==> src/hw/rtl/amt_pkg.sv <==
// ----------------------------------------------------------------------------
// amt_pkg
// Shared types and constants of the adaptive mean threshold block.
// ----------------------------------------------------------------------------
package amt_pkg;

  localparam int unsigned MaxHeight = 2048;
  localparam int unsigned RowW      = 11;
  localparam int unsigned PixW      = 8;
  localparam int unsigned AddrW     = 5;
  localparam int unsigned DataW     = 32;

  // register index, taken from paddr[4:2]
  typedef enum logic [2:0] {
    REG_KERNEL = 3'd0,
    REG_OFFSET = 3'd1,
    REG_HIGH   = 3'd2,
    REG_LOW    = 3'd3,
    REG_WIDTH  = 3'd4,
    REG_HEIGHT = 3'd5
  } reg_idx_e;

  typedef struct packed {
    logic [3:0]  kernel_size;
    logic [8:0]  offset;
    logic [7:0]  high_value;
    logic [7:0]  low_value;
    logic [11:0] image_width;
    logic [11:0] image_height;
  } cfg_t;

  typedef enum logic [2:0] {
    ST_IDLE,
    ST_CENTRE,
    ST_WINDOW,
    ST_DRAIN,
    ST_DIV,
    ST_OUT_I,
    ST_OUT_B
  } back_state_e;

endpackage

==> src/hw/rtl/amt_front.sv <==
// ----------------------------------------------------------------------------
// amt_front
// Accepts pixels, tracks raster position, writes the line store and
// classifies each pixel into a job for the back.
// ----------------------------------------------------------------------------
module amt_front #(
  parameter int unsigned MAX_WIDTH  = 2048,
  parameter int unsigned MAX_KERNEL = 15,
  localparam int unsigned CW     = $clog2(MAX_WIDTH),
  localparam int unsigned WW     = $clog2(MAX_WIDTH + 1),
  localparam int unsigned Ring   = MAX_KERNEL + 1,
  localparam int unsigned RW     = $clog2(Ring),
  localparam int unsigned KW     = $clog2(MAX_KERNEL + 1),
  localparam int unsigned JOB_W  = amt_pkg::RowW + CW + RW + amt_pkg::PixW + 3
) (
  input  logic                      clk_i,
  input  logic                      rst_ni,
  input  amt_pkg::cfg_t             cfg_i,
  input  logic                      in_valid_i,
  input  logic [amt_pkg::PixW-1:0]  pixel_i,
  input  logic                      fifo_full_i,
  output logic                      push_o,
  output logic [JOB_W-1:0]          job_o,
  output logic                      wr_en_o,
  output logic [RW+CW-1:0]          wr_addr_o
);

  typedef struct packed {
    logic [amt_pkg::RowW-1:0] row;
    logic [CW-1:0]            col;
    logic [RW-1:0]            ring;
    logic [amt_pkg::PixW-1:0] pixel;
    logic                     interior;
    logic                     border;
    logic                     last;
  } job_t;

  logic [amt_pkg::RowW-1:0] row_q, row_d;
  logic [CW-1:0]            col_q, col_d;
  logic [RW-1:0]            ring_q, ring_d;

  logic [KW-1:0]            k;
  logic [KW-1:0]            h;
  logic [KW-1:0]            span;
  logic [WW-1:0]            w;
  logic [11:0]              hgt;
  logic [amt_pkg::RowW-1:0] r;
  logic [CW-1:0]            c;
  logic [RW-1:0]            ring;
  logic [12:0]              r_ext;
  logic [WW:0]              c_ext;
  logic                     accept;
  job_t                     job;

  assign accept = in_valid_i && !fifo_full_i;

  always_comb begin
    if (cfg_i.kernel_size == 4'd0) begin
      k = KW'(1);
    end else if (32'(cfg_i.kernel_size) > MAX_KERNEL) begin
      k = KW'(MAX_KERNEL);
    end else begin
      k = KW'(cfg_i.kernel_size);
    end
    if (cfg_i.image_width == 12'd0) begin
      w = WW'(1);
    end else if (32'(cfg_i.image_width) > MAX_WIDTH) begin
      w = WW'(MAX_WIDTH);
    end else begin
      w = WW'(cfg_i.image_width);
    end
    if (cfg_i.image_height == 12'd0) begin
      hgt = 12'd1;
    end else if (32'(cfg_i.image_height) > amt_pkg::MaxHeight) begin
      hgt = 12'(amt_pkg::MaxHeight);
    end else begin
      hgt = cfg_i.image_height;
    end
  end

  assign h    = k >> 1;
  assign span = h << 1;

  // restart the frame when the counters fall outside a changed frame size
  always_comb begin
    if ((12'(row_q) >= hgt) || ((WW+1)'(col_q) >= (WW+1)'(w))) begin
      r    = '0;
      c    = '0;
      ring = '0;
    end else begin
      r    = row_q;
      c    = col_q;
      ring = ring_q;
    end
    r_ext = 13'(r);
    c_ext = (WW+1)'(c);
  end

  always_comb begin
    job.row      = r;
    job.col      = c;
    job.ring     = ring;
    job.pixel    = pixel_i;
    job.interior = (r_ext >= 13'(span)) && (c_ext >= (WW+1)'(span));
    job.border   = (r_ext < 13'(h)) || (c_ext < (WW+1)'(h)) ||
                   (r_ext + 13'(h) >= 13'(hgt)) || (c_ext + (WW+1)'(h) >= (WW+1)'(w));
    job.last     = (r_ext + 13'd1 == 13'(hgt)) && (c_ext + 1'b1 == (WW+1)'(w));
  end

  always_comb begin
    row_d  = row_q;
    col_d  = col_q;
    ring_d = ring_q;
    if (accept) begin
      if (c_ext + 1'b1 >= (WW+1)'(w)) begin
        col_d = '0;
        if (r_ext + 13'd1 >= 13'(hgt)) begin
          row_d  = '0;
          ring_d = '0;
        end else begin
          row_d  = r + 1'b1;
          ring_d = (32'(ring) == Ring - 1) ? '0 : ring + 1'b1;
        end
      end else begin
        row_d  = r;
        ring_d = ring;
        col_d  = c + 1'b1;
      end
    end
  end

  always_ff @(posedge clk_i or negedge rst_ni) begin
    if (!rst_ni) begin
      row_q  <= '0;
      col_q  <= '0;
      ring_q <= '0;
    end else begin
      row_q  <= row_d;
      col_q  <= col_d;
      ring_q <= ring_d;
    end
  end

  assign push_o    = accept;
  assign job_o     = job;
  assign wr_en_o   = accept;
  assign wr_addr_o = {ring, c};

endmodule

==> config.mk <==
export PLATFORM = sky130hd
export DESIGN_NAME = amt_front
export DESIGN_NICKNAME = d
export VERILOG_FILES = /design/src/hw/rtl/amt_pkg.sv /design/src/hw/rtl/amt_front.sv
export SDC_FILE = /design/constraint.sdc
export NUM_CORES = 1
export LEC_CHECK = 0
export ABC_AREA = 1
export BUFFER_PORTS_ARGS = -buffer_cell sky130_fd_sc_hd__buf_2
export CORE_ASPECT_RATIO = 1.25
export CORE_UTILIZATION = 50
export CTS_CLUSTER_SIZE = 28
export DETAILED_ROUTE_END_ITERATION = 10
export HOLD_SLACK_MARGIN = 0.02
export PLACE_DENSITY = 0.83
export SLEW_MARGIN = 20
export SYNTH_ARGS = -nofsm -noshare
export SYNTH_HDL_FRONTEND = slang
export SYNTH_SLANG_ARGS = --single-unit
==> constraint.sdc <==
create_clock -name clk_i -period 7.4 [get_ports clk_i]
set_input_delay 1.85 -clock clk_i [delete_from_list [all_inputs] [get_ports clk_i]]
set_output_delay 1.85 -clock clk_i [all_outputs]
set_load 0.1 [all_outputs]
---- Word-level counts from Yosys, hierarchy flattened ----
Index checks and enable logic that the tools add are counted.
cells by class
  reductions and logical operators ........ 11
  $add $sub $neg .......................... 7
  equal/unequal tests ..................... 3
  multiplexer cells ....................... 14
  $lt $le $gt $ge ......................... 12
operators with widths
  kind                   number
  $mux 11                5
  $ge 12x12->1           4
  $mux 12                4
  $eq 13x12->1           2
  $add 11x1->12 const B  2
  $add 11x3->12          2
  $ge 11x12->1           2
  $gt 12x12->1 const B   2
  $logic_not 12->1       2
  $add 11x1->11 const B  2
  $ge 11x4->1            2
  $lt 11x3->1            2
  $mux 4                 5
  $add 4x1->4 const B    1
  $eq 4x4->1 const B     1
  $logic_not 4->1        1
  $logic_or 1x1->1       4
  $logic_and 1x1->1      3
  $logic_not 1->1        1
word-level totals
  output and inout port bits .............. 54
  flip-flop bits (word level) ............. 26
  word-level logic and storage cells ...... 50
  bits of input ports ..................... 65

---- Depth between registers and ports, before layout ----
  depth in word-level cells ............... 10
  gate-level depth with buffers ........... 37
  mapped depth without buffers ............ 37

---- Worst setup path after synthesis ----
No wires, ideal clock.
  kind .................................... input port to output port
  start ................................... input cfg_i[12] (netlist bit)
  end ..................................... output job_o[0]
  setup slack ............................. -3084 ps
  arrival ................................. 8634 ps
  stages on the path ...................... 26
  buffers on the path ..................... 1
  path through ............................ nor4_1 > nand3_1 > nand2_1 > nand2_1 > ha_1 > nand2_1 > inv_1 > nand2_1 > nand2_1 > nand2_1 > nand2_1 > nor2_8 > nand2_4 > buf_2 > nor2_1 > ha_1 > inv_1 > nor2_2 > nand3_1 > nand2_1 > inv_1 > ha_1 > nand4_1 > nor2_1 > nand4_1 > nor3_1
between the ends
  longest elaborated chain between the ends .. 9
  elaborated cells on any way between the ends .. 13
ends and longest elaborated chain
  element              line              source
  start: declaration   amt_front.sv:18   input amt_pkg::cfg_t cfg_i,
  $gt 12x12->1         amt_front.sv:67   end else if (32'(cfg_i.image_width) > MAX_WIDTH) begin
  $mux 12              amt_front.sv:67
  $mux 12 *            amt_front.sv:65   if (cfg_i.image_width == 12'd0) begin
  $ge 11x12->1 *       amt_front.sv:86   if ((12'(row_q) >= hgt) || ((WW+1)'(col_q) >= (WW+1)'(w))) begin
  $logic_or 1x1->1 *   amt_front.sv:86
  $mux 11 *            amt_front.sv:86
  via job_o[16]        amt_front.sv:23   output logic [JOB_W-1:0] job_o,
  $add 11x1->12 *      amt_front.sv:107  job.last = (r_ext + 13'd1 == 13'(hgt)) && (c_ext + 1'b1 == (WW+1)'(w));
  $eq 13x12->1 *       amt_front.sv:107
  $logic_and 1x1->1 *  amt_front.sv:107
  end: declaration     amt_front.sv:23
Mark *: on every way through the listed nets, which the timed path passes. The rest lies on a longest branch.

---- Worst setup path in the final report ----
  start ................................... input cfg_i[13] (netlist bit)
  end ..................................... output job_o[1]
between the ends
  longest elaborated chain between the ends .. 10
  elaborated cells on any way between the ends .. 17
ends and longest elaborated chain
  element                                                  line                                source
  $gt 12x12->1                                             amt_front.sv:67
  $mux 12                                                  amt_front.sv:67
  $mux 12 *                                                amt_front.sv:65
  $ge 11x12->1                                             amt_front.sv:86
  $logic_or 1x1->1                                         amt_front.sv:86
  $mux 11                                                  amt_front.sv:86
  $add 11x3->12 / $lt 11x3->1 (equally long branches)      amt_front.sv:106, amt_front.sv:105
  $ge 12x12->1 / $logic_or 1x1->1 (equally long branches)  amt_front.sv:106, amt_front.sv:105
  $logic_or 1x1->1                                         amt_front.sv:105                    job.border = (r_ext < 13'(h)) || (c_ext < (WW+1)'(h)) ||
  $logic_or 1x1->1 *                                       amt_front.sv:106                    (r_ext + 13'(h) >= 13'(hgt)) || (c_ext + (WW+1)'(h) >= (WW+1)'(w));
Mark *: on every way between the ends. The rest lies on a longest branch, timed or not.

==> results by group <==
Floorplanning
  • Placeable core region: about 0.0087 mm²
  • Top-Level Pins: roughly 120
  • Starting utilization of the core area: 52.1%
  • Die area: 0.00950 mm²
  • Horizontal extent of the die: approximately 87 µm
  • Row count: 38
  • Chip Height: about 110 µm

Synthesis
  • Main area contributors after synthesis: ha_1, nand2_1, dfrtp_1
  • Count of synthesis-stage warnings from yosys: 0
  • Number of enable-type register cells in the synthesized netlist: 0
  • Sequential share of the synthesized area: 14.3%
  • Post-synthesis async set-or-reset flop share: 100%
  • Top cells by count, synth: nand2_1, inv_1, ha_1, nor2_1, nand3_1
  • Flip-flop and latch count after synthesis: 26
  • Area share of the leading cell type in the synthesized netlist: around a quarter
  • Synthesized netlist cell count: 689
  • Synth unique cells: 42
  • Synth Flop Type: dfrtp_1
  • Net count after synthesis: 845
  • Dominant cell by count in the synthesized netlist: nand2_1
  • Post-synthesis average cell area: roughly 6.6 µm²
  • Post-Syn Area: around 0.0046 mm²
  • Biggest area consumer among synthesized cells: ha_1

GRT
  • Antenna violations before repair: 0
  • Maximum number of pins on one net before global-route repair: 27
  • First-pass GRT wire length: 26600 µm
  • Via count of the first global-routing pass: just under 6000
  • Overall fraction of global-route tracks in use: 36.3%
  • Total grt overflow: 0

Timing
  • Max-slew violation count: 0
  • Clock period minus final worst setup slack: 8650 ps
  • Highest achievable clock rate: about 120 MHz
  • Final setup violating endpoints: 3
  • Worst slew margin relative to its limit: around 57%
  • Layout Skew: 16.8 ps
  • Unrepaired setup endpoints after global routing: true
  • Number of hold violations in the final report: 0
  • Worst Max-Slew Pin Slew: 647 ps
  • Final worst-path setup slack: -1250 ps
  • Part of the cycle the worst path needs: 117%

Routing
  • TritonRoute pass-1 iters: 7
  • Routed length on met1: roughly 6200 µm
  • Antenna violation net count after detailed routing: 0
  • Post-detailed-route via-to-cell ratio: 5.76
  • Average wire length per cell after detail routing: 18.0 µm
  • Met3 wire length: about 1600 µm
  • Total wire length after detailed routing: 18500 µm
  • Via total after detailed routing: between 5000 and 6000
  • Met2 routed wirelength: just over 9000 µm
  • Top routing layer in use: met4
  • Initial drt markers: approximately 590
  • DRC violation count after routing: 0

Power and ir drop
  • P_leak: approximately 3.8 nW
  • Worst supply voltage drop on vdd: 0.309 mV
  • PwrDens: about 330 mW/mm²

Placement
  • Dpl hpwl: approximately 12000 µm
  • Worst slack, placed: -1140 ps
  • Placed standard-cell area: ~0.006 mm²
  • IO buf count: 76
  • Routability Congestion: approximately 0.94

Status
  • Outcome: finished with violations
  • Violated checks: setup timing

Worst setup path
  • Family with the most delay on the worst path: simple AND/OR/NAND/NOR gates
  • Required time of the critical path: between 5000 and 6000 ps
  • Highest-delay cell along the critical path: nor4_4
  • Critical Path Max Stage Delay: around 450 ps
  • Most common cell on crit path: nand2_1
  • Critical Path Source Type: input port
  • Start-to-end type of the worst setup path: input port to primary output
  • Type of element capturing the critical path: primary output
  • Maximum fanout count along the critical path: 7
  • Number of buffer and inverter stages on the critical path: 4
  • Endpoint arrival time on the critical path: 6800 ps

Clock network
  • Buffer depth of the longest clock path: 2
  • Post-CTS Hold Fix Bufs: 0
  • Total CTS buffers: 3
  • CTS tree: built
  • Clock latency on the worst-skew pair: about 300 ps
  • Register clock-pin slew on the reported worst setup and hold paths: about 110 ps
  • Number of H-tree levels: 1
  • CTS sink cnt: 26
  • Master cell of the clock root buffer: clkbuf_8

Finish
  • Post-layout instance area: 0.00688 mm²
  • Area growth from synthesis to layout: 50.9%
  • Total Nets Final: roughly 1100
  • Fraction of final layout cells sized beyond drive strength 1: roughly two fifths
  • Share of the core filled with cells in the final layout: 78.6%
  • Antenna diode count: 0

Hold path
  • Kind of path behind the tightest hold check: flip-flop to flip-flop

Flow run
  • Max-cap check violation count: 0
[power by group]
group / switching, W / internal (W)
registers: 0.0000548 / 0.000176
logic: 0.00129 / 0.000627
clock network: 0.0000546 / 0.0000727
total: 0.00140 / 0.000875
[metrics by stage]
stage	power [W]	hold slack, ps	instances	setup TNS, ps
finish	0.00228	585	1027	-2400
global route	0.00238	609	1027	-2800
CTS	0.00207	550	1015	-1430
detailed placement	0.00184	527	996	-1700
global placement	0.00178	517	996	-1460
floorplan	0.00143	498	689	-2300
[cell usage in the layout, fill, tap and decap left out, drive strengths merged]
cell / Yosys / layout
nand3b: 1 / 1
nand2: 180 / 181
o21bai: 2 / 2
a211oi: 5 / 5
nand4: 26 / 26
nor2: 70 / 70
a22oi: 2 / 2
clkinv: 3 / 3
inv: 103 / 103
or2: 2 / 2
o211ai: 3 / 3
o21ai: 24 / 24
o31ai: 1 / 1
nand3: 38 / 38
xor2: 15 / 15
a21oi: 29 / 29
o22ai: 9 / 9
dfrtp: 26 / 26
and2: 8 / 8
buf: 28 / 245
o41ai: 2 / 2
nor4: 4 / 4
bufinv: 0 / 1
fa: 1 / 1
nor3: 11 / 11
a21boi: 2 / 2
clkbuf: 4 / 3
ha: 90 / 90
[path summary, 6_finish.rpt]
path	depth (start not counted)	to	startpoint	slack, ps
min	2	ring_q[3]	ring_q[3]	590
max reg2reg	35	col_q[0]	col_q[0]	1770
min reg2reg	2	ring_q[3]	ring_q[3]	590
max	36	job_o[1]	cfg_i[13]	-1250
min in group asynchronous	1	col_q[0]	rst_ni	1570
max in group asynchronous	1	col_q[8]	rst_ni	5400
[cells by family (layout without fill, tap and decap cells)]
logic type                 Yosys count  in the layout  synth area share, %
AOI/OAI and AO/OA                   79             79                 10.2
xor gates and xnor gates            15             15                 2.88
adders and majority gates           91             91                 25.2
buffers and inverters              138            355                 13.7
DFF                                 26             26                 14.3
and+or+nand+nor                    340            341                 33.7
[worst register-to-register path, delay by kind of cell, from the launching register on]
family | cells | cell delay [ps]
compound gates | 2 | 510
fa+ha+maj | 3 | 630
buf+inv | 14 | 1590
flops | 1 | 430
simple gates | 16 | 2280
[repair_timing]
action                     in CTS  in global routing
gates cloned                    1                  0
gates resized for setup        58                 46
pin swaps                      56                 56
setup endpoints to repair       2                  2
setup buffers                  14                 13
[state kept, by name, summed over array words and instances (netlist names)]
name,cells
col_q,11
ring_q,4
row_q,11
[final cells by class]
cell class,instances,area (µm²)
inverter,106,409
clock inverter,1,30.0
clock buffer,3,41.3
multi-input combinational,526,3840
tap,120,150
timing repair buffer,245,1760
sequential,26,651
fill,601,1870
[routing by layer]
metal | vias up | track usage (%)
met2 | 384 | 67.4
met5 | - | 0
met3 | 137 | 6.06
met1 | 2709 | 35.9
met4 | 0 | 26.5
li1 | 2689 | -
Note: power is estimated with default switching activity, not from simulation.
