==> src/hw/rtl/amt_fifo.sv <==
// ----------------------------------------------------------------------------
// amt_fifo
// Two-entry queue between the front and the back.
// ----------------------------------------------------------------------------
module amt_fifo #(
  parameter int unsigned DATA_W = 40
) (
  input  logic              clk_i,
  input  logic              rst_ni,
  input  logic              push_i,
  input  logic [DATA_W-1:0] push_data_i,
  input  logic              pop_i,
  output logic [DATA_W-1:0] head_o,
  output logic              full_o,
  output logic              not_empty_o
);

  logic [DATA_W-1:0] mem_q [2];
  logic              wr_ptr_q, wr_ptr_d, rd_ptr_q, rd_ptr_d;
  logic [1:0]        cnt_q, cnt_d;

  assign full_o      = (cnt_q == 2'd2);
  assign not_empty_o = (cnt_q != 2'd0);
  assign head_o      = mem_q[rd_ptr_q];

  always_comb begin
    wr_ptr_d = wr_ptr_q ^ push_i;
    rd_ptr_d = rd_ptr_q ^ pop_i;
    cnt_d    = cnt_q + 2'(push_i) - 2'(pop_i);
  end

  always_ff @(posedge clk_i or negedge rst_ni) begin
    if (!rst_ni) begin
      wr_ptr_q <= 1'b0;
      rd_ptr_q <= 1'b0;
      cnt_q    <= 2'd0;
    end else begin
      wr_ptr_q <= wr_ptr_d;
      rd_ptr_q <= rd_ptr_d;
      cnt_q    <= cnt_d;
    end
  end

  always_ff @(posedge clk_i) begin
    if (push_i) begin
      mem_q[wr_ptr_q] <= push_data_i;
    end
  end

endmodule

==> config.mk <==
export PLATFORM = sky130hd
export DESIGN_NAME = amt_fifo
export DESIGN_NICKNAME = d
export VERILOG_FILES = /design/src/hw/rtl/amt_fifo.sv
export SDC_FILE = /design/constraint.sdc
export NUM_CORES = 1
export LEC_CHECK = 0
export BUFFER_PORTS_ARGS = -buffer_cell sky130_fd_sc_hd__buf_2
export CORE_ASPECT_RATIO = 0.75
export CORE_MARGIN = 3
export CORE_UTILIZATION = 25
export DETAILED_ROUTE_END_ITERATION = 7
export PLACE_DENSITY_LB_ADDON = 0.25
export SLEW_MARGIN = 20
export SYNTH_ARGS = -nofsm -noshare
export SYNTH_HDL_FRONTEND = slang
export SYNTH_SLANG_ARGS = --single-unit
==> constraint.sdc <==
create_clock -name clk_i -period 2.2 [get_ports clk_i]
set_input_delay 0.44 -clock clk_i [delete_from_list [all_inputs] [get_ports clk_i]]
set_output_delay 0.44 -clock clk_i [all_outputs]
set_load 0.02 [all_outputs]
Word-level counts from Yosys, hierarchy flattened
Memory sizes are Yosys's and may differ from the RTL's.
Index checks and enable logic that the tools add are counted.
Word-level totals
  bits in registers: 4
  RAM bits: 80
  input port bits: 44
  logic and storage cells: 12
  memories: 1
Memory list
  mem_q: words 2, width 40, read ports 1, clocked after Yosys merged registers in 0, write ports 1, line 18  | logic [DATA_W-1:0] mem_q [2];
Cells by class
  $add $sub $neg: 2
  equal/unequal tests: 1
  multiplexer cells: 2
  bitwise operators: 2
  reductions and logical operators: 1
Operators by type and width (count)
  adder 2 x 1 -> 2 bit: 1
  == test 2 bit (second input constant): 1
  2-to-1 mux 1 bit: 2
  nonzero test 2 bit: 1
  subtractor 2 x 1 -> 2 bit: 1
  bitwise XOR 1 bit: 2

Longest topological paths before layout
Gate-level depths: netlist (run 1).
  depth in word-level cells: 2
  mapped depth: 5
  mapped depth without buffers: 5

Worst setup path before layout (run 1)
OpenSTA, ideal clock, no wires.
  path type: input-to-reg
  from: input push_i
  to: memory mem_q[0][0], enable pin
  arrival: 1.451 ns
  path slack: 0.348 ns
  stages: 1
  cell sequence: ha_1
Between the ends
  word-level cells in the longest chain between the ends: 2
RTL lines
  start, declared: line 10  | input logic push_i,
  2-to-1 mux 1 bit: line 45  | if (push_i) begin
  2-to-1 mux 1 bit (not written as such): line 46  | mem_q[wr_ptr_q] <= push_data_i;
  end, declared: line 18
No other way between the ends.

Final worst setup path (run 1)
  from: register rd_ptr_q
  to: output head_o[24]
Between the ends
  word-level cells in the longest chain between the ends: 1
RTL lines
  start, declared: line 19  | logic wr_ptr_q, wr_ptr_d, rd_ptr_q, rd_ptr_d;
  start signal, assigned: line 39  | rd_ptr_q <= rd_ptr_d;
  memory (2 x 40 bit)
  end, declared: line 13  | output logic [DATA_W-1:0] head_o,
No other way between the ends.

==> results of run 1 <==
## state kept, by name, indices dropped and copies added (netlist names)
name      count
mem_q        80
rd_ptr_q      1
cnt_q         2
wr_ptr_q      1
## routing by layer
metal	vias to the layer above	track usage [%]	wire (um)
li1	739	-	-
met1	752	10.63	2726
met2	57	12.33	2722
met3	10	3.673	391
met4	0	3.771	112
met5	-	0	0
## Yosys cell counts
master | count | area share [%]
sky130_fd_sc_hd__mux2_2 | 1 | 0.34
sky130_fd_sc_hd__nor2b_1 | 1 | 0.19
sky130_fd_sc_hd__edfxtp_1 | 80 | 73
sky130_fd_sc_hd__or2_2 | 1 | 0.19
sky130_fd_sc_hd__mux2_4 | 39 | 18
sky130_fd_sc_hd__buf_6 | 1 | 0.34
sky130_fd_sc_hd__dfrtp_1 | 4 | 3.0
sky130_fd_sc_hd__buf_12 | 4 | 2.4
sky130_fd_sc_hd__ha_1 | 4 | 1.5
sky130_fd_sc_hd__inv_1 | 4 | 0.45
sky130_fd_sc_hd__xor3_1 | 1 | 0.72
sky130_fd_sc_hd__xor2_1 | 1 | 0.27
## final timing paths
path / start / endpoint / depth (start not counted)
worst min register to register: cnt_q[1] / cnt_q[1] / 1
max in group asynchronous: rst_ni / rd_ptr_q / 2
min in group asynchronous: rst_ni / cnt_q[0] / 2
worst max register to register: wr_ptr_q / mem_q[0][7] / 3
worst max-delay path: rd_ptr_q / head_o[24] / 3
worst min-delay path: push_data_i[3] / mem_q[0][3] / 1
## kinds of logic after synthesis
logic type	share of synthesized area, %
adders and majority gates	1.516
xor gates and xnor gates	0.9856
buffers and inverters	3.222
DFF	75.82
and+or+nand+nor	0.3793
muxes	18.08
## metrics by stage
step	instance area (um^2)	setup WS [ns]	utilization, %	power [uW]	hold slack, ns
2_1_floorplan	3301	0.3481	-	3825	0.1444
3_3_place_gp	3929	0.4749	31.26	4315	0.2656
3_5_place_dp	3929	0.4695	31.26	4336	0.2662
4_1_cts	4242	0.1038	33.75	5902	0.2770
5_1_grt	4242	0.07183	33.75	6084	0.2778
6_report	4242	0.1430	33.75	5775	0.2970
## cell usage in the layout, fill, tap and decap left out, types with 2 or more instances in the layout
cell type and count:
sky130_fd_sc_hd__dfrtp_1 3, sky130_fd_sc_hd__ha_1 2, sky130_fd_sc_hd__buf_2 85, sky130_fd_sc_hd__buf_12 4, sky130_fd_sc_hd__edfxtp_1 80, sky130_fd_sc_hd__inv_1 4
sky130_fd_sc_hd__bufinv_16 2, sky130_fd_sc_hd__mux2_4 39, sky130_fd_sc_hd__clkbuf_16 9, sky130_fd_sc_hd__ha_2 2
## critical path: cells and delay by family (launching register included)
family	cells	cell delay [ns]
multiplexers	1	0.32
buffers and inverters	2	0.40
flip-flops	1	0.56
## power by group through the flow
stage                     combinational (uW)  clock, uW  sequential, uW
after detailed placement                2040          0            2300
after global placement                  2030          0            2290
after CTS                               2050       1590            2260
final                                   1990       1530            2260
after global routing                    2120       1670            2290
after floorplan                         1590          0            2230
## cell type report
type	instances	area, um^2	area share, %
clock buffer	9	225.2	5.310
clock inverter	5	77.57	1.829
inverter	4	15.01	0.3540
multi-input combinational	48	696.9	16.43
sequential	84	2504	59.03
tap	166	207.7	4.897
timing repair buffer	90	515.5	12.15
==> flow_metrics.py, run 1 <==
metrics = {
    "setup_path": {
        "worstPathArrival_ns": 1.62,
        "cp_cell_sequence": "buf_12, mux2_4, buf_2",
        "crit_fanout": 19,
        "path_class": "reg2out",
        "r2r_slack_ns": 0.99,
        "nature_of_the_critical_path_startpoint": "flip-flop",
        "worst_setup_path_end_kind": "output port",
        "cpMaxStageDelayCell": "sky130_fd_sc_hd__dfrtp_2",
        "cp.required_ns": 1.76,
        "critPathMaxStageDelay_ns": 0.56,
    },
    "cts": {
        "cts_root_buffer": "sky130_fd_sc_hd__clkbuf_16",
        "cts.hold.buffers_added": 1,
        "cts.path.max_buffers": 2,
        "clk_pin_slew_worst_paths_ns": 0.06,
        "cts_tree": "built",
        "cts_resized": 0,
        "cts.sinks": 84,
        "cts_made_buffers": 9,
        "clock_insertion_delay_at_the_later_pin_of_the_skew_report_ns": 0.33,
        "cts.repair_timing.setup_buffer_count": 0,
        "clock_tree.htree_level_count": 3,
    },
    "sta": {
        "number_of_hold_slack_violations_in_the_final_timing_report": 0,
        "final.setup.tns_ns": 0,
        "maxClockFrequency_ghz": 0.4862,
        "rsz0062_at_grt": "no",
        "finalCritPeriodShare_pct": 93.50,
        "fin_worst_skew_ns": 0.003120,
        "slew_headroom_pct": 78.79,
        "tightestPinTransition_ns": 0.3182,
        "timing.final.crit_period_ns": 2.057,
        "final-max-slew-violation-count": 0,
        "count_of_final_setup_violators": 0,
    },
    "pwr": {
        "power.combinational.fraction_pct": 34.4,
        "power_frac_seq_pct": 39.1,
        "power.net_switching_uw": 1728,
        "swShare_pct": 29.92,
        "p_int_uw": 4047,
        "power_frac_clock_pct": 26.5,
        "power_density_mw_per_mm2": 1362,
        "peakVddDrop_uv": 453.4,
        "power.static_leakage_uw": 0.001718,
    },
    "cells_and_area": {
        "n_antenna_cell": 0,
        "layout-drive-gt1-share_pct": 60.83,
        "final_cell_count_no_fill": 406,
        "fillers": 1213,
        "final_nets": 285,
        "flow.area_growth_from_synthesis_pct": 28.51,
    },
    "route": {
        "via_per_inst": 3.837,
        "detail_route.drc_violations": 0,
        "drtAntennaViolNets": 0,
        "num_vias": 1558,
        "detail_route.first_pass.iterations": 3,
        "routed_wl_mm": 5.953,
        "detail_route.iter0.violations": 53,
        "route.detailed.wl_per_inst_um": 14.66,
    },
    "floorplan": {
        "floorplan.die.width_um": 138.7,
        "core_rows": 35,
        "floorplan.core_area_mm2": 0.01257,
        "starting_density_pct": 26.26,
        "die_h_um": 105.5,
        "die_area_mm2": 0.01463,
        "floorplan.io_pins": 86,
    },
    "logic_synthesis": {
        "netlist_area_mm2": 0.003301,
        "seq_area_frac_synth_pct": 75.82,
        "postSynthNetCount": 189,
        "postSynthCellCount": 141,
        "unique_cell_type_count_in_the_yosys_netlist": 12,
        "ys_seq_elements": 84,
        "synth_area_per_cell_um2": 23.41,
        "synthesis.yosys.warnings": 0,
    },
    "place": {
        "routabilityCongestion": 0.6545,
        "place.detailed.hpwl_mm": 3.940,
        "place.detailed.instances": 391,
        "place.port_buffers": 85,
    },
    "global_route": {
        "antenna_found_initial": 0,
        "global_route.usage.total_pct": 8.358,
        "globalRouteOverflowTotal": 0,
        "first_global_vias": 1643,
        "grt_start_max_net_pins": 41,
        "grt_pass1_wl_mm": 9.142,
    },
    "run_status": {
        "status": "finished, final reports clean",
    },
    "run": {
        "cap_violations": 0,
    },
    "worst_hold_path": {
        "worst_hold_check_path_type": "in2reg",
    },
}
(Power assumes the default switching activity.)
==> run 2: changes to the inputs <==
--- a/config.mk
+++ b/config.mk
@@ -5,11 +5,14 @@
 export SDC_FILE = /design/constraint.sdc
 export NUM_CORES = 1
 export LEC_CHECK = 0
-export BUFFER_PORTS_ARGS = -buffer_cell sky130_fd_sc_hd__buf_2
+export CELL_PAD_IN_SITES_DETAIL_PLACEMENT = 0
+export CELL_PAD_IN_SITES_GLOBAL_PLACEMENT = 1
 export CORE_ASPECT_RATIO = 0.75
 export CORE_MARGIN = 3
 export CORE_UTILIZATION = 25
 export DETAILED_ROUTE_END_ITERATION = 7
+export DONT_BUFFER_PORTS = 1
+export GPL_TIMING_DRIVEN = 0
 export PLACE_DENSITY_LB_ADDON = 0.25
 export SLEW_MARGIN = 20
 export SYNTH_ARGS = -nofsm -noshare
==> run 2 against run 1 <==
Worst setup slack improved by 0.27 ns. Highest routed layer unchanged. First-iteration DRC count decreased by 28%. Global-route usage decreased by 0.16 points. Core utilization decreased by 3.1 points. Register-to-register slack got worse by 0.37 ns. Via count decreased by 17%.
==> flow_metrics.py, run 2 (synthesized netlist as in run 1, its figures left out) <==
metrics = {
    "cells_and_area": {
        "reg.largest.list": "mem_q x80, cnt_q x2",
        "layout.cell_area.non_filler_mm2": 0.003852,
        "multiInputGateArea_um2": 696.9,
        "final_common_cell": "sky130_fd_sc_hd__edfxtp_1",
        "ff_latch_area_mm2": 0.002502,
        "n_antenna_cell": 0,
        "final_nets": 203,
        "largest_register_ffs": 80,
        "fillers": 1204,
        "layout-drive-gt1-share_pct": 40.88,
        "flow.area_growth_from_synthesis_pct": 16.72,
        "commonest_cells_after_routing_fill_and_taps_aside": "80 x sky130_fd_sc_hd__edfxtp_1, 39 x sky130_fd_sc_hd__mux2_4, 9 x sky130_fd_sc_hd__clkbuf_16",
        "top_register": "mem_q",
    },
    "floorplan": {
        "floorplan.core_area_mm2": 0.01257,
        "floorplan.io_pins": 86,
        "core_rows": 35,
        "die_area_mm2": 0.01463,
        "die_h_um": 105.5,
        "floorplan.die.width_um": 138.7,
        "starting_density_pct": 26.26,
    },
    "route": {
        "detail_route.first_pass.iterations": 4,
        "num_vias": 1294,
        "drtAntennaViolNets": 0,
        "detail_route.iter0.violations": 38,
        "routed_wl_mm": 5.686,
        "route.detailed.wl_per_inst_um": 17.50,
        "via_per_inst": 3.982,
        "detail_route.drc_violations": 0,
    },
    "cts": {
        "cts_root_buffer": "sky130_fd_sc_hd__clkbuf_16",
        "cts_made_buffers": 9,
        "cts_resized": 0,
        "clock_tree.htree_level_count": 3,
        "cts.path.max_buffers": 2,
        "clk_pin_slew_worst_paths_ns": 0.06,
        "cts.sinks": 84,
        "cts_tree": "built",
        "clock_insertion_delay_at_the_later_pin_of_the_skew_report_ns": 0.33,
        "cts.repair_timing.setup_buffer_count": 0,
    },
    "pwr": {
        "total_power_uw": 5435,
        "power_density_mw_per_mm2": 1411,
        "power.static_leakage_uw": 0.001391,
        "peakVddDrop_uv": 416.6,
    },
    "setup_path": {
        "worst_setup_path_startpoint": "rd_ptr_q",
        "nature_of_the_critical_path_startpoint": "flip-flop",
        "worst_r2r_path_depth": 3,
        "r2r_slack_ns": 0.62,
        "r2r-start": "wr_ptr_q",
        "worstPathArrival_ns": 1.35,
        "worst_setup_path_end_kind": "output port",
        "cp.required_ns": 1.76,
        "critical_path.endpoint": "head_o[28]",
        "r2r_end": "mem_q[0][23]",
        "path_class": "reg2out",
        "crit_fanout": 10,
    },
    "sta": {
        "tightestPinTransition_ns": 0.6143,
        "finalCritPeriodShare_pct": 81.33,
        "final.setup.tns_ns": 0,
        "fin_worst_skew_ns": 0.006146,
        "number_of_hold_slack_violations_in_the_final_timing_report": 0,
        "final-max-slew-violation-count": 0,
        "count_of_final_setup_violators": 0,
        "rsz0062_at_grt": "no",
        "slew_headroom_pct": 59.05,
        "fin_worst_hold_slack_ns": 0.1942,
        "maxClockFrequency_ghz": 0.5589,
        "timing.final.crit_period_ns": 1.789,
    },
    "place": {
        "place.port_buffers": 0,
        "placed_area_mm2": 0.003568,
        "routabilityCongestion": 0.6278,
        "place.detailed.hpwl_mm": 4.071,
    },
    "global_route": {
        "grt_pass1_wl_mm": 8.666,
        "antenna_found_initial": 0,
        "globalRouteOverflowTotal": 0,
        "grt_start_max_net_pins": 22,
        "use_met1_pct": 7.979,
        "global_route.usage.total_pct": 8.202,
        "global_route.usage.met3_pct": 5.578,
        "global_route.peak_usage_layer": "met2",
        "first_global_vias": 1412,
        "global_route.usage.met2_pct": 13.65,
    },
    "worst_hold_path": {
        "worst_hold_check_path_type": "in2reg",
    },
    "run_status": {
        "status": "finished, final reports clean",
    },
    "run": {
        "cap_violations": 0,
    },
}
[run 2: worst min path at each step]
stage,startpoint,slack (ns),to,depth (start not counted)
2_1_floorplan,rst_ni,0.14,cnt_q[0],0
3_3_place_gp,rst_ni,0.14,cnt_q[1],0
3_5_place_dp,rst_ni,0.14,cnt_q[1],0
4_1_cts,pop_i,0.17,rd_ptr_q,1
5_1_grt,pop_i,0.17,rd_ptr_q,1
6_report,pop_i,0.19,rd_ptr_q,1
[run 2: critical path, cell delays in order, from the launching register on]
cell and delay [ns]:
sky130_fd_sc_hd__dfrtp_1 0.37, sky130_fd_sc_hd__buf_6 0.15, sky130_fd_sc_hd__buf_12 0.15, sky130_fd_sc_hd__mux2_4 0.35
[run 2: final cells by class]
type / count / share of cell area [%]
buffer: 5 / 2.371
clock buffer: 9 / 5.846
clock inverter: 6 / 1.267
inverter: 4 / 0.3897
multi-input combinational: 48 / 18.09
sequential: 84 / 64.96
tap: 166 / 5.391
timing repair buffer: 3 / 1.689
[run 2: metrics by stage]
| stage | cells | worst slack (ns) | util [%] |
|---|---|---|---|
| 2_1_floorplan | 141 | 0.3481 | - |
| 3_3_place_gp | 307 | -0.1519 | 27.91 |
| 3_5_place_dp | 309 | 0.5732 | 28.39 |
| 4_1_cts | 325 | 0.3710 | 30.65 |
| 5_1_grt | 325 | 0.3602 | 30.65 |
| 6_report | 325 | 0.4108 | 30.65 |
[run 2: per-layer routing]
metal	wire length [um]	share of wire, %	vias to the layer above
met5	0	0	-
met4	104	1.8	0
met3	654	12	8
met2	2868	50	54
met1	2058	36	657
li1	-	-	575
[run 2: power by group]
group	switching (uW)	internal (uW)
sequential	88.6	2130
clock	591	766
combinational	1020	836
[run 2: timing repair]
item | CTS | global route
hold buffers | 1 | 0
endpoints found under the setup margin | 0 | 0
hold endpoints to repair | 4 | 0
