$ cat config.mk
export PLATFORM = sky130hd
export DESIGN_NAME = amt_back
export DESIGN_NICKNAME = d
export VERILOG_FILES = /design/src/hw/rtl/amt_pkg.sv /design/src/hw/rtl/amt_back.sv
export SDC_FILE = /design/constraint.sdc
export NUM_CORES = 1
export LEC_CHECK = 0
export BUFFER_PORTS_ARGS = -buffer_cell sky130_fd_sc_hd__buf_2
export CORE_UTILIZATION = 55
export CTS_CLUSTER_SIZE = 40
export DETAILED_ROUTE_END_ITERATION = 10
export GPL_ROUTABILITY_DRIVEN = 0
export HOLD_SLACK_MARGIN = 0.05
export PLACE_DENSITY = 0.85
export SETUP_SLACK_MARGIN = 0.4
export SYNTH_ARGS = -nofsm -noshare
export SYNTH_HDL_FRONTEND = slang
export SYNTH_SLANG_ARGS = --single-unit
$ cat constraint.sdc
create_clock -name clk_i -period 4.4 [get_ports clk_i]
set_input_delay 0.66 -clock clk_i [delete_from_list [all_inputs] [get_ports clk_i]]
set_output_delay 0.66 -clock clk_i [all_outputs]
set_load 0.1 [all_outputs]
$ cat src/hw/rtl/amt_pkg.sv
// ----------------------------------------------------------------------------
// amt_pkg
// Shared types and constants of the adaptive mean threshold block.
// ----------------------------------------------------------------------------
package amt_pkg;

  localparam int unsigned MaxHeight = 2048;
  localparam int unsigned RowW      = 11;
  localparam int unsigned PixW      = 8;
  localparam int unsigned AddrW     = 5;
  localparam int unsigned DataW     = 32;

  // register index, taken from paddr[4:2]
  typedef enum logic [2:0] {
    REG_KERNEL = 3'd0,
    REG_OFFSET = 3'd1,
    REG_HIGH   = 3'd2,
    REG_LOW    = 3'd3,
    REG_WIDTH  = 3'd4,
    REG_HEIGHT = 3'd5
  } reg_idx_e;

  typedef struct packed {
    logic [3:0]  kernel_size;
    logic [8:0]  offset;
    logic [7:0]  high_value;
    logic [7:0]  low_value;
    logic [11:0] image_width;
    logic [11:0] image_height;
  } cfg_t;

  typedef enum logic [2:0] {
    ST_IDLE,
    ST_CENTRE,
    ST_WINDOW,
    ST_DRAIN,
    ST_DIV,
    ST_OUT_I,
    ST_OUT_B
  } back_state_e;

endpackage

$ cat src/hw/rtl/amt_back.sv
// ----------------------------------------------------------------------------
// amt_back
// Sums the window from the line store, divides by k*k one bit per cycle,
// thresholds the centre pixel, passes border pixels and loads the result beat.
// ----------------------------------------------------------------------------
module amt_back #(
  parameter int unsigned MAX_WIDTH  = 2048,
  parameter int unsigned MAX_KERNEL = 15,
  localparam int unsigned CW     = $clog2(MAX_WIDTH),
  localparam int unsigned Ring   = MAX_KERNEL + 1,
  localparam int unsigned RW     = $clog2(Ring),
  localparam int unsigned KW     = $clog2(MAX_KERNEL + 1),
  localparam int unsigned SW     = $clog2(MAX_KERNEL * MAX_KERNEL * 255 + 1),
  localparam int unsigned DCW    = $clog2(SW + 1),
  localparam int unsigned JOB_W  = amt_pkg::RowW + CW + RW + amt_pkg::PixW + 3
) (
  input  logic                      clk_i,
  input  logic                      rst_ni,
  input  amt_pkg::cfg_t             cfg_i,
  input  logic                      job_valid_i,
  input  logic [JOB_W-1:0]          job_i,
  output logic                      pop_o,
  output logic                      rd_en_o,
  output logic [RW+CW-1:0]          rd_addr_o,
  input  logic [amt_pkg::PixW-1:0]  rd_data_i,
  output logic                      out_valid_o,
  input  logic                      out_stall_i,
  output logic [10:0]               out_row_o,
  output logic [10:0]               out_column_o,
  output logic [7:0]                out_value_o,
  output logic                      is_border_o,
  output logic                      run_last_o,
  output logic                      frame_last_o
);

  typedef struct packed {
    logic [amt_pkg::RowW-1:0] row;
    logic [CW-1:0]            col;
    logic [RW-1:0]            ring;
    logic [amt_pkg::PixW-1:0] pixel;
    logic                     interior;
    logic                     border;
    logic                     last;
  } job_t;

  amt_pkg::back_state_e state_q, state_d;

  job_t                      head, job_q;
  logic [RW-1:0]             ring_q;
  logic [CW-1:0]             col_q;
  logic [KW-1:0]             icnt_q, jcnt_q;
  logic                      rd_ctr_q, rd_win_q;
  logic [7:0]                centre_q;
  logic [SW-1:0]             acc_q, quo_q;
  logic [2*KW:0]             rem_q;
  logic [DCW-1:0]            dcnt_q;

  logic [KW-1:0]             k, h, span;
  logic [2*KW-1:0]           kk;
  logic [RW:0]               rsum;
  logic [RW-1:0]             ctr_ring;
  logic [CW-1:0]             ctr_col;
  logic [2*KW:0]             trial;
  logic signed [SW+1:0]      thr, ctr_ext;
  logic                      out_free, load_out, out_valid_q;

  assign head = job_i;

  always_comb begin
    if (cfg_i.kernel_size == 4'd0) begin
      k = KW'(1);
    end else if (32'(cfg_i.kernel_size) > MAX_KERNEL) begin
      k = KW'(MAX_KERNEL);
    end else begin
      k = KW'(cfg_i.kernel_size);
    end
  end

  assign h    = k >> 1;
  assign span = h << 1;
  assign kk   = (2*KW)'(k) * (2*KW)'(k);

  // ring row of the centre, wrapping below row zero of the ring
  assign rsum     = (RW+1)'(job_q.ring) + (RW+1)'(Ring) - (RW+1)'(h);
  assign ctr_ring = (32'(rsum) >= Ring) ? RW'(32'(rsum) - Ring) : RW'(rsum);
  assign ctr_col  = job_q.col - CW'(h);

  assign trial   = {rem_q[2*KW-1:0], quo_q[SW-1]};
  assign thr     = signed'((SW+2)'(quo_q)) - (SW+2)'($signed(cfg_i.offset));
  assign ctr_ext = signed'((SW+2)'(centre_q));

  assign out_free = !out_valid_q || !out_stall_i;

  // next state
  always_comb begin
    state_d = state_q;
    case (state_q)
      amt_pkg::ST_IDLE: begin
        if (job_valid_i) begin
          if (head.interior) begin
            state_d = amt_pkg::ST_CENTRE;
          end else if (head.border) begin
            state_d = amt_pkg::ST_OUT_B;
          end
        end
      end
      amt_pkg::ST_CENTRE: state_d = amt_pkg::ST_WINDOW;
      amt_pkg::ST_WINDOW: begin
        if (icnt_q == span && jcnt_q == span) begin
          state_d = amt_pkg::ST_DRAIN;
        end
      end
      amt_pkg::ST_DRAIN: state_d = amt_pkg::ST_DIV;
      amt_pkg::ST_DIV: begin
        if (dcnt_q == DCW'(1)) begin
          state_d = amt_pkg::ST_OUT_I;
        end
      end
      amt_pkg::ST_OUT_I: begin
        if (out_free) begin
          state_d = job_q.border ? amt_pkg::ST_OUT_B : amt_pkg::ST_IDLE;
        end
      end
      amt_pkg::ST_OUT_B: begin
        if (out_free) begin
          state_d = amt_pkg::ST_IDLE;
        end
      end
      default: state_d = amt_pkg::ST_IDLE;
    endcase
  end

  // outputs of the sequencer
  always_comb begin
    pop_o     = 1'b0;
    rd_en_o   = 1'b0;
    rd_addr_o = {ring_q, col_q};
    load_out  = 1'b0;
    case (state_q)
      amt_pkg::ST_IDLE:   pop_o = job_valid_i;
      amt_pkg::ST_CENTRE: begin
        rd_en_o   = 1'b1;
        rd_addr_o = {ctr_ring, ctr_col};
      end
      amt_pkg::ST_WINDOW: rd_en_o = 1'b1;
      amt_pkg::ST_OUT_I,
      amt_pkg::ST_OUT_B:  load_out = out_free;
      default: ;
    endcase
  end

  always_ff @(posedge clk_i or negedge rst_ni) begin
    if (!rst_ni) begin
      state_q     <= amt_pkg::ST_IDLE;
      rd_ctr_q    <= 1'b0;
      rd_win_q    <= 1'b0;
      out_valid_q <= 1'b0;
    end else begin
      state_q  <= state_d;
      rd_ctr_q <= (state_q == amt_pkg::ST_CENTRE);
      rd_win_q <= (state_q == amt_pkg::ST_WINDOW);
      if (load_out) begin
        out_valid_q <= 1'b1;
      end else if (!out_stall_i) begin
        out_valid_q <= 1'b0;
      end
    end
  end

  always_ff @(posedge clk_i) begin
    if (pop_o) begin
      job_q  <= head;
      ring_q <= head.ring;
      col_q  <= head.col;
      icnt_q <= '0;
      jcnt_q <= '0;
      acc_q  <= '0;
    end
    if (rd_ctr_q) begin
      centre_q <= rd_data_i;
    end
    if (rd_win_q) begin
      acc_q <= acc_q + SW'(rd_data_i);
    end
    // walk the window right to left, then one row up the ring
    if (state_q == amt_pkg::ST_WINDOW) begin
      if (jcnt_q == span) begin
        jcnt_q <= '0;
        col_q  <= job_q.col;
        icnt_q <= icnt_q + 1'b1;
        ring_q <= (ring_q == '0) ? RW'(Ring - 1) : ring_q - 1'b1;
      end else begin
        jcnt_q <= jcnt_q + 1'b1;
        col_q  <= col_q - 1'b1;
      end
    end
    if (state_q == amt_pkg::ST_DRAIN) begin
      quo_q  <= acc_q + SW'(rd_data_i);
      rem_q  <= '0;
      dcnt_q <= DCW'(SW);
    end
    if (state_q == amt_pkg::ST_DIV) begin
      dcnt_q <= dcnt_q - 1'b1;
      if (trial >= (2*KW+1)'(kk)) begin
        rem_q <= trial - (2*KW+1)'(kk);
        quo_q <= {quo_q[SW-2:0], 1'b1};
      end else begin
        rem_q <= trial;
        quo_q <= {quo_q[SW-2:0], 1'b0};
      end
    end
    if (load_out) begin
      if (state_q == amt_pkg::ST_OUT_I) begin
        out_row_o    <= job_q.row - 11'(h);
        out_column_o <= 11'(job_q.col - CW'(h));
        out_value_o  <= (ctr_ext > thr) ? cfg_i.high_value : cfg_i.low_value;
        is_border_o  <= 1'b0;
        run_last_o   <= !job_q.border;
        frame_last_o <= !job_q.border && job_q.last;
      end else begin
        out_row_o    <= job_q.row;
        out_column_o <= 11'(job_q.col);
        out_value_o  <= job_q.pixel;
        is_border_o  <= 1'b1;
        run_last_o   <= 1'b1;
        frame_last_o <= job_q.last;
      end
    end
  end

  assign out_valid_o = out_valid_q;

endmodule

; ---- Word level (Yosys, flattened, before mapping)
; Cells that the tools add are included.
[totals]
output_inout_bits = 51
regBits = 151
word_cells = 119
[classes]
mux = 46
add_sub_neg = 13
n_lt_le_gt_ge = 3
eq_ne = 16
multipliers = 1
reduce_logical = 15
[op_table]
columns = cell, n
row1 = two-way mux 16 bit, 4
row2 = two-way mux 11 bit, 5
row3 = two-way mux 4 bit, 12
row4 = two-way mux 8 bit, 5
row5 = two-way mux 3 bit, 8
row6 = subtractor 11 x 3 -> 11 bit, 2
row7 = one-hot mux 3 bit (7 select lines), 1
row8 = greater-than comparator 9 x 18 -> 1 bit, 1
row9 = subtractor 17 x 9 -> 18 bit, 1
row10 = adder 16 x 8 -> 16 bit, 1
row11 = two-way mux 15 bit, 1
row12 = subtractor 11 x 1 -> 11 bit (second input constant), 1
row13 = two-way mux 5 bit, 2
row14 = != test 2 bit (second input constant), 5
row15 = equality test 3 bit (second input constant), 3
row16 = greater-or-equal comparator 9 x 8 -> 1 bit, 1
row17 = adder 4 x 1 -> 4 bit (second input constant), 2
row18 = equality test 4 bit, 2
row19 = logical NOT 4 bit, 2
row20 = multiplier 4 x 4 -> 8 bit, 1
row21 = two-way mux 1 bit, 8
row22 = subtractor 4 x 1 -> 4 bit (second input constant), 2
row23 = subtractor 8 bit, 1
row24 = equality test 3 x 2 -> 1 bit (second input constant), 2
row25 = 15 further kinds, 21

; ---- Longest topological paths before layout
[depth]
word_depth = 6
ltp_mapped = 16
mapped_depth_nobuf = 15

; ---- Worst setup path before layout
; Ideal clock, no wire load.
[synth_timing]
path_type = input to output
startpoint = input cfg_i[51] in the netlist's numbering
endpoint = output rd_addr_o[10]
setup_slack_ns = -1.065
required_time_ns = 3.740
arrival_ns = 4.805
n_path_buf = 1
stages = 9
path_cell_list = clkbuf_1 > inv_1 > fa_1 > a211oi_1 > nand2_1 > or3_1 > nor3_1 > xnor2_1 > o21ai_0
[synth_between]
elab_chain_cells = 4
[synth_lines]
columns = element, line_no
row1 = "start, declared", amt_back.sv:19  ; input amt_pkg::cfg_t cfg_i,
row2 = logical NOT 4 bit, amt_back.sv:70  ; if (cfg_i.kernel_size == 4'd0) begin
row3 = two-way mux 4 bit (*), amt_back.sv:70
row4 = subtractor 11 x 3 -> 11 bit (*), amt_back.sv:86  ; assign ctr_col = job_q.col - CW'(h);
row5 = two-way mux 15 bit (*), amt_back.sv:139  ; case (state_q)
row6 = "end, declared", amt_back.sv:24  ; output logic [RW+CW-1:0] rd_addr_o,
; Mark *: on every way between the ends. The rest lies on a longest branch, timed or not.

; ---- Final worst setup path
[layout_timing]
startpoint = register job_q[15] in the netlist's numbering
endpoint = output rd_addr_o[10]
[layout_between]
elab_chain_cells = 2
[layout_lines]
columns = element, line_no
row1 = "start, declared", amt_back.sv:48  ; job_t head, job_q;
row2 = "start signal, assigned", amt_back.sv:172  ; job_q <= head;
row3 = subtractor 11 x 3 -> 11 bit, amt_back.sv:86
row4 = two-way mux 15 bit, amt_back.sv:139
; Every way passes these cells.

==> impl_metrics.yaml <==
run_status:
  status: "completed"
floorplanning:
  chipHeight_microns: 130
  std_cell_rows: 46
  start_util: 0.566
  core_area_sq_um: 15900
  dieArea_sq_um: 16900
  die_w_microns: 130
  ios: 153
timing:
  worst_slack_ns: 0.528
  worstMarginPinSlew_ns: 1.13
  period_needed_ns: 3.87
  final.period_utilization: 0.880
  finalMaxSlewViolations: 0
  hold_viol_final: 0
  finalSetupViolations: 0
  tns_ns: 0
  rsz0062_at_grt: "no"
  relSlewSlack: 0.243
  fmax_mhz: 258
  skew_ns: 0.0107
detailed_routing:
  drt_wl_total_microns: 19800
  drt_iter0_markers: 494
  drc: 0
  drt-vias-per-instance: 5.64
  ant_nets: 0
  firstDrtPassIters: 6
  routedWlPerCell_microns: 15.9
  num_vias: 7016
setup_path:
  cp_max_fo: 4
  r2r_slack_ns: 0.88
  required_ns: 3.74
  crit_path_end_kind: "primary output"
  slowest_delay_ns: 0.44
  start_kind: "register"
  cp_top_family: "simple AND/OR/NAND/NOR gates"
  cp_common_cell: "inv_1"
  arrival_ns: 3.21
  r2r_cells: 14
  path_cells: "inv_1, ha_1, inv_1, fa_1, a211oi_2, nand2_1, or3_1, nor3_1, xnor2_1, o21ai_2, buf_12"
  regToRegStartpoint: "quo_q[0]"
  worst_path_max_delay_cell: "edfxtp_1"
  path_class: "register to primary output"
  regToRegEndpoint: "out_value_o[1]"
  path_buf_inv: 3
cts:
  cts-root-buf: "clkbuf_16"
  cts_sinks: 151
  cts_tree: "done"
  clk_latency_ns: 0.43
  clock_path_buffers: 2
  path_clk_slew_ns: 0.06
  numCtsBuffers: 17
  htree_levels: 4
synth:
  ys_seq_elements: 151
  async_flop_share: 0.0397
  avgSynthCellArea_sq_um: 10.2
  ys_seq_area_frac: 0.490
  ys.flop_type: "edfxtp_1"
  synth_edf_count: 137
  synth_cells: 887
  ys_warn_count: 0
  syn-num-nets: 1054
  synthTopCellsByArea: "edfxtp_1, ha_1, nand2_1"
  ys_types: 59
  synth_area_sq_um: 9020
  synth_area_leader_cell: "edfxtp_1"
  synth_top_area_frac: 0.456
final_layout:
  drive_gt1_frac: 0.196
  diodes: 0
  syn2layout_area_growth_pct: 17.2
  fin_area_sq_um: 10600
  layout_common_cells: "edfxtp_1, buf_2, nand2_1"
  final_common_cell: "edfxtp_1"
  final_cells: 1245
  layout.nets: 1184
place:
  place_ws_ns: 0.498
  placed_cells: 1213
  place_hpwl_microns: 14500
  portBuffers: 128
  dpl_cell_area_sq_um: 9970
grt:
  grt_pass1_wl_microns: 31700
  grt_pass1_vias: 6633
  grt-ovfl-total: 0
  grt_util_all_layers: 0.245
  antenna_found_initial: 1
  grt_max_degree: 40
pwr:
  cellLeakagePower_nw: 4.45
  total_power_mw: 8.60
  ir_drop_mv: 0.909
  power.density_nw_per_um2: 813
min_path:
  min_to: "job_q[10]"
  hold_path_class: "input port to register"
  hold_depth: 1
  hold_start: "job_i[10]"
run:
  maxCapViolCount: 0
[how the worst max path moves through the flow]
stage	start	to	slack, ns	cells after the start
finish	job_q[15]	rd_addr_o[10]	0.53	11
global route	job_q[15]	rd_addr_o[10]	0.42	11
CTS	job_q[15]	rd_addr_o[10]	0.53	11
detailed placement	cfg_i[41]	out_value_o[6]	0.50	15
global placement	cfg_i[41]	out_value_o[6]	0.57	15
floorplan	state_q[2]	rd_addr_o[1]	0.20	6
[registers in the layout (all words and copies together) (netlist names), 11 cells and up]
register,flops
out_column_o,11
job_q,36
quo_q,16
col_q,11
out_row_o,11
acc_q,16
[per-stage QoR]
stage	hold WS (ns)	utilization
floorplan	0.364	-
global placement	0.490	0.625
detailed placement	0.497	0.625
CTS	0.392	0.663
global route	0.388	0.663
finish	0.401	0.663
[Yosys cell counts (13+ instances only)]
cell and count:
edfxtp_1 137, clkbuf_1 24, xnor2_1 38, nor2_1 79, xor2_1 35, o21ai_0 68, nor3_1 26, nand2_1 97
and2_1 15, inv_1 68, a21oi_1 57, ha_1 60, nand3_1 16, a21o_1 13
[area by class of cell]
type                       count  area [sq um]
clock buffer                  19           433
tap                          216           270
timing repair buffer         142           781
multi-input combinational    637          4250
inverter                      68           255
fill                        1185          5370
sequential                   151          4420
clock inverter                12           153
[cells by family after synthesis]
logic type | Yosys count | synth area share
AO/OA/AOI/OAI | 203 | 0.141
adder cells (fa/ha/maj) | 65 | 0.0943
multiplexers | 9 | 0.0101
AND/OR/NAND/NOR | 287 | 0.148
buffers and inverters | 99 | 0.0458
flip-flops | 151 | 0.490
XOR/XNOR | 73 | 0.0709
[what timing repair did]
action,4_1_cts,5_1_grt
endpoints found under the setup margin,2,1
hold endpoints to repair,5,0
buffers inserted,0,0
resized for setup,2,0
pin swaps,0,1
hold buffers,1,0
[worst reg2reg max path, stage by stage, from the launching register on]
cell and delay, ns:
edfxtp_1 0.42, inv_1 0.08, ha_1 0.18, fa_1 0.23
nor2b_1 0.07, o31ai_1 0.46, nand2b_1 0.11, a21oi_1 0.19
xor2_1 0.09, ha_1 0.27, nand2_1 0.06, nor3_1 0.32
and4_1 0.55, o31a_2 0.19, a21oi_1 0.05
[per-layer routing]
layer,part of all wire,vias to the layer above,track usage
li1,-,3439,-
met1,0.43,3295,0.315
met2,0.49,240,0.401
met3,0.058,40,0.0492
met4,0.024,2,0.109
met5,0.00050,-,0
[report_power, final]
group / total (mW) / internal (mW) / leakage (nW) / switching (mW)
registers: 2.64 / 2.28 / 1.42 / 0.359
logic: 4.50 / 1.31 / 2.74 / 3.19
clock network: 1.46 / 0.887 / 0.287 / 0.571
No activity file was read; power rests on OpenSTA's default activity.
